**src/design/isi_pkg.sv**
```systemverilog
// Shared types, constants and helpers for the identifier scanner and symbol table.
package isi_pkg;

    localparam int TABLE_DEPTH_DEF  = 256;
    localparam int MAX_NAME_LEN_DEF = 32;

    localparam logic [7:0] CH_UNDERSCORE = 8'h5F;
    localparam logic [7:0] CH_LO_A       = 8'h61;
    localparam logic [7:0] CH_LO_Z       = 8'h7A;
    localparam logic [7:0] CH_UP_A       = 8'h41;
    localparam logic [7:0] CH_UP_Z       = 8'h5A;
    localparam logic [7:0] CH_DIG_0      = 8'h30;
    localparam logic [7:0] CH_DIG_9      = 8'h39;

    typedef enum logic [1:0] {
        CLS_UNDERSCORE = 2'd0,
        CLS_LETTER     = 2'd1,
        CLS_DIGIT      = 2'd2,
        CLS_OTHER      = 2'd3
    } char_class_t;

    typedef enum logic [1:0] {
        RES_FOUND = 2'd0,
        RES_NEW   = 2'd1,
        RES_FULL  = 2'd2
    } res_kind_t;

    typedef enum logic [2:0] {
        ST_IDLE,
        ST_SEARCH,
        ST_LEN_CHK,
        ST_CH_RD,
        ST_CH_CHK,
        ST_COPY_RD,
        ST_COPY_WR,
        ST_RESULT
    } ctrl_state_t;

    typedef struct packed {
        logic      scan_en;
        logic      idx_clr;
        logic      idx_inc;
        logic      ch_clr;
        logic      ch_inc;
        logic      len_rd;
        logic      ch_rd;
        logic      copy_wr;
        logic      len_wr;
        logic      kind_we;
        res_kind_t kind;
        logic      out_load;
    } isi_cmd_t;

    typedef struct packed {
        logic fin;
        logic idx_end;
        logic full;
        logic len_eq;
        logic ch_eq;
        logic ch_last;
        logic out_free;
    } isi_sts_t;

    function automatic char_class_t classify(input logic [7:0] c);
        char_class_t r;
        if (c == CH_UNDERSCORE) begin
            r = CLS_UNDERSCORE;
        end else if ((c >= CH_LO_A && c <= CH_LO_Z) || (c >= CH_UP_A && c <= CH_UP_Z)) begin
            r = CLS_LETTER;
        end else if (c >= CH_DIG_0 && c <= CH_DIG_9) begin
            r = CLS_DIGIT;
        end else begin
            r = CLS_OTHER;
        end
        return r;
    endfunction

endpackage

```
**src/design/isi_ctrl.sv**
```systemverilog
// Sequencer for scanning, table search, append and result hand-off.
module isi_ctrl (
    input  logic               aclk,
    input  logic               aresetn,
    input  logic               s_tvalid,
    output logic               s_tready,
    input  isi_pkg::isi_sts_t  sts,
    output isi_pkg::isi_cmd_t  cmd
);

    isi_pkg::ctrl_state_t state_reg, state_next;

    always_ff @(posedge aclk) begin
        if (!aresetn) begin
            state_reg <= isi_pkg::ST_IDLE;
        end else begin
            state_reg <= state_next;
        end
    end

    always_comb begin
        state_next = state_reg;
        unique case (state_reg)
            isi_pkg::ST_IDLE: begin
                if (s_tvalid && sts.fin) state_next = isi_pkg::ST_SEARCH;
            end
            isi_pkg::ST_SEARCH: begin
                if (!sts.idx_end)      state_next = isi_pkg::ST_LEN_CHK;
                else if (sts.full)     state_next = isi_pkg::ST_RESULT;
                else                   state_next = isi_pkg::ST_COPY_RD;
            end
            isi_pkg::ST_LEN_CHK: begin
                state_next = sts.len_eq ? isi_pkg::ST_CH_RD : isi_pkg::ST_SEARCH;
            end
            isi_pkg::ST_CH_RD: state_next = isi_pkg::ST_CH_CHK;
            isi_pkg::ST_CH_CHK: begin
                if (!sts.ch_eq)       state_next = isi_pkg::ST_SEARCH;
                else if (sts.ch_last) state_next = isi_pkg::ST_RESULT;
                else                  state_next = isi_pkg::ST_CH_RD;
            end
            isi_pkg::ST_COPY_RD: state_next = isi_pkg::ST_COPY_WR;
            isi_pkg::ST_COPY_WR: begin
                state_next = sts.ch_last ? isi_pkg::ST_RESULT : isi_pkg::ST_COPY_RD;
            end
            isi_pkg::ST_RESULT: begin
                if (sts.out_free) state_next = isi_pkg::ST_IDLE;
            end
            default: state_next = isi_pkg::ST_IDLE;
        endcase
    end

    always_comb begin
        cmd      = '0;
        cmd.kind = isi_pkg::RES_FOUND;
        s_tready = 1'b0;
        unique case (state_reg)
            isi_pkg::ST_IDLE: begin
                s_tready    = 1'b1;
                cmd.scan_en = s_tvalid;
                cmd.idx_clr = 1'b1;
            end
            isi_pkg::ST_SEARCH: begin
                cmd.ch_clr = 1'b1;
                if (!sts.idx_end) begin
                    cmd.len_rd = 1'b1;
                end else if (sts.full) begin
                    cmd.kind_we = 1'b1;
                    cmd.kind    = isi_pkg::RES_FULL;
                end
            end
            isi_pkg::ST_LEN_CHK: begin
                cmd.ch_clr  = 1'b1;
                cmd.idx_inc = !sts.len_eq;
            end
            isi_pkg::ST_CH_RD: cmd.ch_rd = 1'b1;
            isi_pkg::ST_CH_CHK: begin
                if (!sts.ch_eq) begin
                    cmd.idx_inc = 1'b1;
                end else if (sts.ch_last) begin
                    cmd.kind_we = 1'b1;
                    cmd.kind    = isi_pkg::RES_FOUND;
                end else begin
                    cmd.ch_inc = 1'b1;
                end
            end
            isi_pkg::ST_COPY_RD: cmd.ch_rd = 1'b1;
            isi_pkg::ST_COPY_WR: begin
                cmd.copy_wr = 1'b1;
                cmd.ch_inc  = 1'b1;
                if (sts.ch_last) begin
                    cmd.len_wr  = 1'b1;
                    cmd.kind_we = 1'b1;
                    cmd.kind    = isi_pkg::RES_NEW;
                end
            end
            isi_pkg::ST_RESULT: cmd.out_load = sts.out_free;
            default: ;
        endcase
    end

endmodule

```
**config.mk**
```make
export PLATFORM = sky130hd
export DESIGN_NAME = isi_ctrl
export DESIGN_NICKNAME = d
export VERILOG_FILES = /design/src/design/isi_pkg.sv /design/src/design/isi_ctrl.sv
export SDC_FILE = /design/constraint.sdc
export NUM_CORES = 1
export LEC_CHECK = 0
export ABC_AREA = 1
export BUFFER_PORTS_ARGS = -buffer_cell sky130_fd_sc_hd__clkbuf_2
export CELL_PAD_IN_SITES_DETAIL_PLACEMENT = 1
export CELL_PAD_IN_SITES_GLOBAL_PLACEMENT = 1
export CORE_UTILIZATION = 27
export DETAILED_ROUTE_END_ITERATION = 10
export GPL_TIMING_DRIVEN = 0
export PLACE_DENSITY_LB_ADDON = 0.12
export SLEW_MARGIN = 20
export SYNTH_ARGS = -nofsm -noshare
export SYNTH_HDL_FRONTEND = slang
export SYNTH_SLANG_ARGS = --single-unit
```
**constraint.sdc**
```tcl
create_clock -name aclk -period 1.1 [get_ports aclk]
set_clock_uncertainty 0.05 [all_clocks]
set_input_delay 0.165 -clock aclk [delete_from_list [all_inputs] [get_ports aclk]]
set_output_delay 0.165 -clock aclk [all_outputs]
set_load 0.1 [all_outputs]
```
==> results of run 1 <==
## metrics by stage
stage	instance area (um^2)	setup TNS, ps	setup WS [ps]
after floorplan	538	-5830	-711
after global placement	672	-6150	-570
after detailed placement	672	-6240	-582
## Yosys cell counts, drive strengths merged
cell type | count | area, um^2
a21boi | 1 | 7.51
and3 | 1 | 7.51
buf | 5 | 48.8
dfxtp | 3 | 60.1
inv | 11 | 51.3
nand2 | 14 | 55.1
nand3 | 11 | 87.6
nand4 | 4 | 25.0
nor2 | 5 | 28.8
nor3 | 1 | 16.3
nor4 | 1 | 6.26
o22ai | 1 | 6.26
o31ai | 1 | 7.51
## logic make-up after synthesis
kind of cell,share of synthesized area (%)
buffers and inverters,24.5
AND/OR/NAND/NOR,55.5
flip-flops,14.7
AO/OA/AOI/OAI,5.22
==> impl_results.md, run 1 <==
* Master cell of the clock root buffer: clkbuf_4
* Number of unique standard cell types used by synthesis at 22
* Yosys synthesis warning count at 0
* Clock Sinks at 3
* Halt point of the flow: clock tree synthesis
* Cts bufs inserted at 3
* Number of buffers on the longest clock path at 2
* Synthesized netlist net count at 69
* Seq cells post-synth at 3
* Number of setup buffers added after CTS at 22
* Mapped Cells at 59
* Combined area of all synthesized cells at 408 um^2
* Initial core utilization at 30.2%
* Die H at 40.9 um
* Number of cells in the design after placement at 97
* Avg Inst Size Synth at 6.91 um^2
* Sequential fraction of the synthesis area at 14.7%
* Number of rows in the core area at 13
* Resize count post-CTS at 65
* Result of the run: did not finish
* Count of buffers from port buffering at 23
* Top Ports at 24
* First error in the log: [ERROR DPL-0033] detailed placement checks failed during check placement.
* Placed wire-length estimate after detailed placement at 912 um
* Die X-Extent at 40.9 um
* Routability Congestion at 0.707
* Hold buffer count at cts at 0
* Depth of the CTS H-tree at 1
==> run 2: changes to the inputs <==
--- a/config.mk
+++ b/config.mk
@@ -7,12 +7,11 @@
 export LEC_CHECK = 0
 export ABC_AREA = 1
 export BUFFER_PORTS_ARGS = -buffer_cell sky130_fd_sc_hd__clkbuf_2
-export CELL_PAD_IN_SITES_DETAIL_PLACEMENT = 1
-export CELL_PAD_IN_SITES_GLOBAL_PLACEMENT = 1
-export CORE_UTILIZATION = 27
+export CORE_AREA = 2 2 63 65
 export DETAILED_ROUTE_END_ITERATION = 10
+export DIE_AREA = 0 0 65 67
 export GPL_TIMING_DRIVEN = 0
-export PLACE_DENSITY_LB_ADDON = 0.12
+export PLACE_DENSITY_LB_ADDON = 0.15
 export SLEW_MARGIN = 20
 export SYNTH_ARGS = -nofsm -noshare
 export SYNTH_HDL_FRONTEND = slang
==> run 2 against run 1 <==
Net effect:
- synthesized cell count unchanged
- the flow now finishes, with violations (setup timing)
- area after synthesis unchanged
==> impl_results.md, run 2 <==
* Top cells by instance count after synthesis: nand2_1, inv_1, nand3_1, nand3_2, nand4_1
* Cts bufs inserted at 3
* Drt drc at 0
* Critical path's top delay family: buffers and inverters
* Number of instances on the worst hold path at 3
* Number of max-cap violations at 0
* Sequential fraction of the synthesis area at 14.7%
* Cell with the most instances after synthesis: nand2_1
* Crit path DAT at 1370 ps
* Number of diodes added for antenna fixing at 0
* Via count of the first global-routing pass at 585
* Share of synthesized flip-flops with an asynchronous set or reset at 0%
* Portion of total power attributed to sequential cells at 6.3%
* Leakage at 0.578 nW
* Depth of the CTS H-tree at 1
* Relative contribution of the clock network to total power at 10.4%
* Setup slack, reg-to-reg at -310 ps
* Startpoint types: flop
* Clock insertion delay at the later pin of the skew report at 210 ps
* Synthesized netlist net count at 69
* Initial antenna violation count at 0
* Most instantiated flip-flop cell in the synthesis netlist: dfxtp_1
* Seq cells post-synth at 3
* Number of cells in the design after placement at 130
* Yosys synthesis warning count at 0
* Area of the core at 3610 um^2
* Count of non-filler cells in the finished layout at 157
* Pins Over Slew Limit at 0
* Avg Inst Size Synth at 6.91 um^2
* Master cell of the clock root buffer: clkbuf_8
* Depth of the worst register-to-register path at 9
* Hold violation total from the final report at 0
* Die Outline Area at 4360 um^2
* Aggregate global routing overflow at 0
* Min setup slack post-route at -485 ps
* Post-synth EDFFs at 0
* Top cell type by total area after synthesis: dfxtp_1
* Type of destination of the critical path: output pin
* Max reg flops at 3
* Critical path, cell by cell: clkinv_8 -> buf_4 -> nand3_4 -> nor2_2 -> nand2_2 -> nand3_4 -> clkbuf_16
* Top cells by area, synth: dfxtp_1, nand2_1, nand3_2
* Initial core utilization at 11.3%
* Worst IR drop on VDD at 658 uV
* Transition time of the tightest slew-check pin at 266 ps
* Clock-pin slew on the worst setup and hold paths at 30 ps
* Top Ports at 24
* Clock tree from TritonCTS: built
* Combined area of all synthesized cells at 408 um^2
* Cell Pwr Density at 2320 nW/um^2
* Iteration-0 DRC Markers at 12
* Fin crit period at 1580 ps
* Placed wire-length estimate after detailed placement at 1050 um
* Die H at 67 um
* Signed area change from the synthesized netlist to the final layout at 222%
* Total net switching power at 1.52 mW
* Count of buffers from port buffering at 23
* RSZ-0062 raised after global routing: true
* Critical path's slowest cell: dfxtp_4
* RR Endpoint: state_reg[0]
* Biggest fanout along the worst timing path at 6
* Vias per inst at 3.68
* Area fraction of the dominant cell type after synthesis at 14.7%
* Router iterations before antenna repair at 3
* # setup viols final at 17
* Total number of nets in the final design at 120
* Final worst-path cycle share at 144%
* Hold buffer count at cts at 0
* Classification of the worst setup path: flop to output pin
* Endpoint required time on the critical path at 880 ps
* Final Util at 36.4%
* Violated checks: setup timing
* Wire per inst at 10.8 um
* Number of buffers on the longest clock path at 2
* Number of unique standard cell types used by synthesis at 22
* Top library cells by usage in the layout, fill and taps aside: buf_4, clkbuf_16, clkbuf_2, buf_6, nand2_1
* Number of antenna-violating nets in the routed design at 0
* Leading cell type in the layout, fill and taps excluded: buf_4
* Slew HR at 82.2%
* Maximum operating frequency at 631 MHz
* Class of the tightest hold or removal check: input pin to flop
* Vias after detailed routing at 577
* Beginning of the worst hold path: aresetn
* Die X-Extent at 65 um
* Number of rows in the core area at 22
* Clock Sinks at 3
* Switching fraction of total power at 49.8%
* Pint at 1.53 mW
* Proportion of power drawn by combinational gates at 83.3%
* Final wirelength at 1700 um
* Total global-route track usage at 9.17%
* Maximum number of pins on one net before global-route repair at 8
* Routability Congestion at 0.668
* Buffer and inverter count on the worst path at 3
* Crit path top cell by count: nand3_4
* End of the worst hold path: state_reg[0]
* Global-route wire length before repair at 3010 um
* Result of the run: complete, but fails checks
* Maximum cell stage delay along the critical path at 390 ps
* Mapped Cells at 59
* Reg-to-Reg Start: state_reg[2]
* Fraction of layout instances using a drive strength above 1 at 80.7%
-- run 2: timing repair --
item / in CTS / in global routing
setup endpoints to repair: 17 / 17
gates cloned: 1 / 0
setup buffers: 15 / 11
pin swaps: 16 / 12
resized for setup: 60 / 15
-- run 2: cells by family after synthesis --
logic type             synth area share (%)
AOI/OAI and AO/OA                      5.22
buffers and inverters                  24.5
DFF                                    14.7
and+or+nand+nor                        55.5
-- run 2: metrics by stage --
| stage | TNS (ps) | cell area (um^2) | hold slack, ps | setup slack [ps] | total power, mW |
|---|---|---|---|---|---|
| after floorplan | -5830 | 538 | 213 | -711 | 1.59 |
| after global placement | -6400 | 713 | 350 | -593 | 1.78 |
| after detailed placement | -6360 | 713 | 337 | -594 | 1.77 |
| after CTS | -6240 | 1220 | 114 | -511 | 2.92 |
| after global routing | -7630 | 1310 | 139 | -555 | 3.20 |
| final | -6490 | 1310 | 116 | -485 | 3.05 |
-- run 2: final cells by class --
type | count | area, um^2
multi-input cells | 40 | 398
inverters | 11 | 77.6
clock buffers | 4 | 45.0
flip-flops and latches | 3 | 66.3
repair buffers | 47 | 603
well taps | 48 | 60.1
fillers | 361 | 2290
plain buffers | 4 | 62.6
-- run 2: worst max path at each step --
stage / start / to / cells after the start
CTS: state_reg[2] / cmd[2] / 5
detailed placement: state_reg[0] / cmd[4] / 6
global placement: state_reg[0] / cmd[4] / 6
floorplan: state_reg[1] / cmd[0] / 3
global route: state_reg[1] / cmd[3] / 5
finish: state_reg[0] / cmd[3] / 7
-- run 2: worst reg2reg max path, cell delays in order, from the launching register on --
cell	delay [ps]
dfxtp_2	320
buf_6	130
buf_6	110
nor3_4	280
buf_4	170
nand2_2	40
nand2_2	60
nand3_2	60
nand2_1	60
inv_1	30
-- run 2: power by group through the flow --
| stage | clock [mW] | sequential (mW) | combinational [mW] |
|---|---|---|---|
| 3_5_place_dp | 0 | 0.159 | 1.61 |
| 3_3_place_gp | 0 | 0.158 | 1.62 |
| 4_1_cts | 0.325 | 0.195 | 2.40 |
| 5_1_grt | 0.341 | 0.197 | 2.66 |
| 6_report | 0.317 | 0.193 | 2.54 |
| 2_1_floorplan | 0 | 0.158 | 1.43 |
-- run 2: metal layers --
| metal | vias up | wire, um | global-route usage, % |
|---|---|---|---|
| li1 | 293 | - | - |
| met1 | 273 | 725 | 10.9 |
| met2 | 11 | 901 | 15.9 |
| met3 | 0 | 76 | 2.36 |
| met4 | 0 | 0 | 3.19 |
| met5 | - | 0 | 0 |
Power figures use the tool's default switching activity.
==> run 3: changes to the inputs <==
--- a/config.mk
+++ b/config.mk
@@ -11,7 +11,7 @@
 export DETAILED_ROUTE_END_ITERATION = 10
 export DIE_AREA = 0 0 65 67
 export GPL_TIMING_DRIVEN = 0
-export PLACE_DENSITY_LB_ADDON = 0.15
+export PLACE_DENSITY = 0.3
 export SLEW_MARGIN = 20
 export SYNTH_ARGS = -nofsm -noshare
 export SYNTH_HDL_FRONTEND = slang
==> run 3 against run 2 <==
Net effect:
- the flow still finishes with violations (setup timing)
- total power shrank 3.6%
- clock power shrank 2%
- cell count shrank 1.9%
- non-clock buffer count shrank 4
- fmax grew 1.1%
==> impl_results.md, run 3 (synthesized netlist as in run 2, its figures left out) <==
* Fin crit period at 1570 ps
* Min setup slack post-route at -468 ps
* Violated checks: setup timing
* Number of max-cap violations at 0
* Hold buffer count at cts at 0
* Vias after detailed routing at 562
* Number of buffers on the longest clock path at 2
* Final worst-path cycle share at 143%
* Aggregate global routing overflow at 0
* Global-route wire length before repair at 2710 um
* Number of rows in the core area at 22
* End of the worst hold path: state_reg[0]
* Result of the run: complete, but fails checks
* Vias per inst at 3.65
* Top Ports at 24
* Pins Over Slew Limit at 0
* Total global-route track usage at 8.28%
* Depth of the CTS H-tree at 1
* Area of the core at 3610 um^2
* Endpoint required time on the critical path at 880 ps
* Startpoint types: flop
* Total number of nets in the final design at 117
* Count of non-filler cells in the finished layout at 154
* Setup slack, reg-to-reg at -320 ps
* Via count of the first global-routing pass at 589
* Final Util at 34.7%
* Leading cell type in the layout, fill and taps excluded: buf_4
* Count of buffers from port buffering at 23
* Max reg flops at 3
* Master cell of the clock root buffer: clkbuf_8
* Fraction of layout instances using a drive strength above 1 at 75.5%
* Global-route track usage on met1 at 10.6%
* Die Outline Area at 4360 um^2
* RR Endpoint: state_reg[2]
* Iteration-0 DRC Markers at 7
* Class of the tightest hold or removal check: input pin to flop
* # setup viols final at 17
* Maximum number of pins on one net before global-route repair at 8
* Top library cells by usage in the layout, fill and taps aside: buf_4, clkbuf_16, nand2_1, clkbuf_2, buf_6
* Die X-Extent at 65 um
* Clock Sinks at 3
* Depth of the worst register-to-register path at 11
* Fill count at 358
* Router iterations before antenna repair at 2
* Transition time of the tightest slew-check pin at 272 ps
* Cell Pwr Density at 2350 nW/um^2
* Total power at 2.94 mW
* Drt drc at 0
* Clock tree from TritonCTS: built
* Leakage at 0.551 nW
* Met3 demand-to-capacity share in global routing at 3.04%
* Placed wire-length estimate after detailed placement at 1020 um
* Busiest grt layer: met2
* Worst IR drop on VDD at 680 uV
* Maximum operating frequency at 638 MHz
* Wire per inst at 10.7 um
* Hold violation total from the final report at 0
* Clock-pin slew on the worst setup and hold paths at 30 ps
* Initial antenna violation count at 0
* Slew HR at 81.8%
* Number of diodes added for antenna fixing at 0
* Beginning of the worst hold path: aresetn
* Number of instances on the worst hold path at 3
* Die H at 67 um
* Reg-to-Reg Start: state_reg[2]
* Signed area change from the synthesized netlist to the final layout at 206%
* Routing usage on met2 at 13.3%
* Crit path DAT at 1350 ps
* Type of destination of the critical path: output pin
* Biggest fanout along the worst timing path at 5
* RSZ-0062 raised after global routing: true
* Classification of the worst setup path: flop to output pin
* Number of cells in the design after placement at 130
* Initial core utilization at 11.3%
* Setup total negative slack at -6360 ps
* Number of antenna-violating nets in the routed design at 0
* Clock insertion delay at the later pin of the skew report at 210 ps
* Final wirelength at 1640 um
* Cts bufs inserted at 3
* Routability Congestion at 0.613
[run 3: cell types whose count changed in the layout (fill, tap and decap cells not counted), sizes merged]
cell    change
inv         +2
buf         -3
clkbuf      -1
clkinv      -1
[run 3: worst max-delay path by stage]
stage,startpoint,to,cells past startpoint
global placement,state_reg[0],cmd[4],6
detailed placement,state_reg[0],cmd[4],6
finish,state_reg[2],cmd[3],5
global route,state_reg[2],cmd[3],5
floorplan,state_reg[1],cmd[0],3
CTS,state_reg[2],cmd[2],5
[run 3: power by group]
group	total, mW	internal, mW	switching, mW
clock	0.312	0.246	0.0659
combinational	2.39	1.05	1.34
sequential	0.240	0.152	0.0878
total	2.94	1.44	1.50
[run 3: area by class of cell]
| type | instances | area [um^2] | share of cell area, % |
|---|---|---|---|
| Multi-Input combinational cell | 40 | 385 | 30.8 |
| Tap cell | 48 | 60.1 | 4.80 |
| Buffer | 3 | 42.5 | 3.40 |
| Timing Repair inverter | 1 | 6.26 | 0.501 |
| Inverter | 11 | 67.6 | 5.41 |
| Sequential cell | 3 | 68.8 | 5.51 |
| Timing Repair Buffer | 44 | 574 | 45.9 |
| Clock buffer | 4 | 45.0 | 3.60 |
[run 3: critical path, cell delays in order, from the launching register on]
cell	delay (ps)
dfxtp_2	320
buf_6	140
nand4_1	190
buf_4	210
nand3_4	70
clkbuf_16	200
[run 3: through the flow]
stage	worst slack (ps)	area, um^2	hold slack, ps
after floorplan	-711	538	213
after global placement	-583	713	353
after detailed placement	-583	713	352
after CTS	-490	1230	133
after global routing	-525	1250	156
final	-468	1250	126
[run 3: routing by layer]
layer,wire length [um],share of wire (%)
met4,19,1.2
met1,725,44
met3,66,4.0
met5,0,0
met2,832,51
[run 3: what timing repair did]
action,CTS,global route
buffers inserted,14,8
hold endpoints to repair,0,0
gates resized for setup,57,4
setup endpoints to repair,17,17
cloned,2,0
pin swaps,11,7
==> run 4: changes to the inputs <==
--- a/config.mk
+++ b/config.mk
@@ -7,9 +7,9 @@
 export LEC_CHECK = 0
 export ABC_AREA = 1
 export BUFFER_PORTS_ARGS = -buffer_cell sky130_fd_sc_hd__clkbuf_2
-export CORE_AREA = 2 2 63 65
+export CORE_AREA = 10 10 71 73
 export DETAILED_ROUTE_END_ITERATION = 10
-export DIE_AREA = 0 0 65 67
+export DIE_AREA = 0 0 81 83
 export GPL_TIMING_DRIVEN = 0
 export PLACE_DENSITY = 0.3
 export SLEW_MARGIN = 20
==> constraint.sdc (replaced) <==
create_clock -name aclk -period 1.9 [get_ports aclk]
set_clock_uncertainty 0.05 [all_clocks]
set_input_delay 0.285 -clock aclk [delete_from_list [all_inputs] [get_ports aclk]]
set_output_delay 0.285 -clock aclk [all_outputs]
set_load 0.1 [all_outputs]
==> run 4 against run 3 <==
Net effect:
- the run now ends clean
- core utilization down 16 points
- cell area is 45% lower
- first-iteration DRC count unchanged
- highest routed layer unchanged
- sequential power shrank 64%
- die area grew 54%
- worst hold slack better by 110 ps
- combinational power fell by 63%
- cell count fell by 13%
- setup slack gained 530 ps
- critical path depth unchanged
- wire length decreased by 13%
==> impl_results.md, run 4 (synthesized netlist as in run 2, its figures left out) <==
* Cts bufs inserted at 3
* Area used by multi-input combinational logic at 285 um^2
* Number of diodes added for antenna fixing at 0
* Type of destination of the critical path: output pin
* Number of setup buffers added after CTS at 0
* Endpoint required time on the critical path at 1560 ps
* Worst IR drop on VDD at 374 uV
* Biggest fanout along the worst timing path at 9
* Number of max-cap violations at 0
* Top library cells by usage in the layout, fill and taps aside: clkbuf_2, nand2_1, inv_1, nand3_1
* Clock insertion delay at the later pin of the skew report at 220 ps
* Buffer and inverter count on the worst path at 3
* Leading cell type in the layout, fill and taps excluded: clkbuf_2
* Initial core utilization at 11.2%
* Depth of the CTS H-tree at 1
* Critical path, cell by cell: buf_6 -> inv_8 -> nand3_4 -> o31ai_4 -> clkbuf_2
* Beginning of the worst hold path: aresetn
* Vias after detailed routing at 475
* Die X-Extent at 81 um
* Fill count at 450
* Min setup slack post-route at 63.5 ps
* Worst hold slack at 234 ps
* Maximum cell stage delay along the critical path at 480 ps
* Clock tree from TritonCTS: built
* Result of the run: complete, no violations
* Startpoint types: flop
* Hold buffer count at cts at 0
* Clock Sinks at 3
* Final wirelength at 1420 um
* Leakage at 0.362 nW
* Wire per inst at 10.6 um
* Worst setup path startpoint: state_reg[0]
* Global-route wire length before repair at 2240 um
* Area of the core at 3630 um^2
* Vias per inst at 3.54
* Router iterations before antenna repair at 2
* Area used by sequential logic in the layout at 60.1 um^2
* Number of rows in the core area at 22
* Fraction of layout instances using a drive strength above 1 at 57.0%
* Routability Congestion at 0.671
* Number of antenna-violating nets in the routed design at 0
* Critical path's slowest cell: clkbuf_2
* Max reg flops at 3
* Die Outline Area at 6720 um^2
* Class of the tightest hold or removal check: input pin to flop
* Number of buffers on the longest clock path at 2
* # setup viols final at 0
* Aggregate global routing overflow at 0
* Fin crit period at 1840 ps
* Hold violation total from the final report at 0
* Total number of nets in the final design at 97
* Signed area change from the synthesized netlist to the final layout at 69.0%
* Iteration-0 DRC Markers at 7
* Minimum setup slack after placement at 168 ps
* Crit path DAT at 1500 ps
* Resize count post-CTS at 2
* Critical path's top delay family: buffers and inverters
* Count of non-filler cells in the finished layout at 134
* Cell Pwr Density at 1670 nW/um^2
* Placed wire-length estimate after detailed placement at 1270 um
* Transition time of the tightest slew-check pin at 547 ps
* Die H at 83 um
* Number of cells in the design after placement at 130
* Clock-pin slew on the worst setup and hold paths at 30 ps
* Via count of the first global-routing pass at 474
* Count of buffers from port buffering at 23
* Top Ports at 24
* Drt drc at 0
* Master cell of the clock root buffer: clkbuf_8
* Maximum number of pins on one net before global-route repair at 10
* RSZ-0062 raised after global routing: false
* Pins Over Slew Limit at 0
* Total global-route track usage at 4.29%
* Reg-to-Reg Start: state_reg[0]
* Initial antenna violation count at 0
* Final worst-path cycle share at 96.7%
* Slew HR at 63.7%
* Classification of the worst setup path: flop to output pin
* Maximum operating frequency at 545 MHz
run 4: worst paths after layout:
path | to | slack, ps | cells past startpoint
worst max-delay path | cmd[8] | 60 | 5
worst min-delay path | state_reg[0] | 230 | 3
worst max register to register | state_reg[0] | 730 | 7
worst min register to register | state_reg[1] | 660 | 3
run 4: routing by layer:
layer	up-vias	routed length, um	GRT usage (%)
li1	245	-	-
met1	209	572	4.28
met2	17	716	7.06
met3	4	103	1.72
met4	0	30	2.82
met5	-	0	0
run 4: through the flow:
stage          total power [mW]  instance area (um^2)  TNS, ps  utilization (%)
3_3_place_gp              0.979                   637        0             17.5
4_1_cts                    1.17                   687        0             18.9
3_5_place_dp              0.978                   637        0             17.5
2_1_floorplan             0.861                   462    -69.0                -
5_1_grt                    1.21                   689        0             19.0
6_report                   1.15                   689        0             19.0
run 4: where the power goes:
| part | internal (mW) | switching, mW |
|---|---|---|
| registers | 0.0798 | 0.00664 |
| clock network | 0.143 | 0.0429 |
| logic | 0.201 | 0.679 |
| total | 0.424 | 0.728 |
run 4: final cells by class:
type	instances	share of cell area [%]
Timing Repair Buffer	23	17.8
Clock buffer	4	6.53
Buffer	5	8.89
Sequential cell	3	8.71
Inverter	11	7.99
Multi-Input combinational cell	40	41.4
Tap cell	48	8.71
run 4: worst reg2reg max path, cell delays in order, from the launching register on:
cell and delay, ps:
dfxtp_1 290, buf_6 150, nor3_4 260, nand2_1 80, nand2_1 70, nand3_1 70, nand2_1 60, inv_1 30
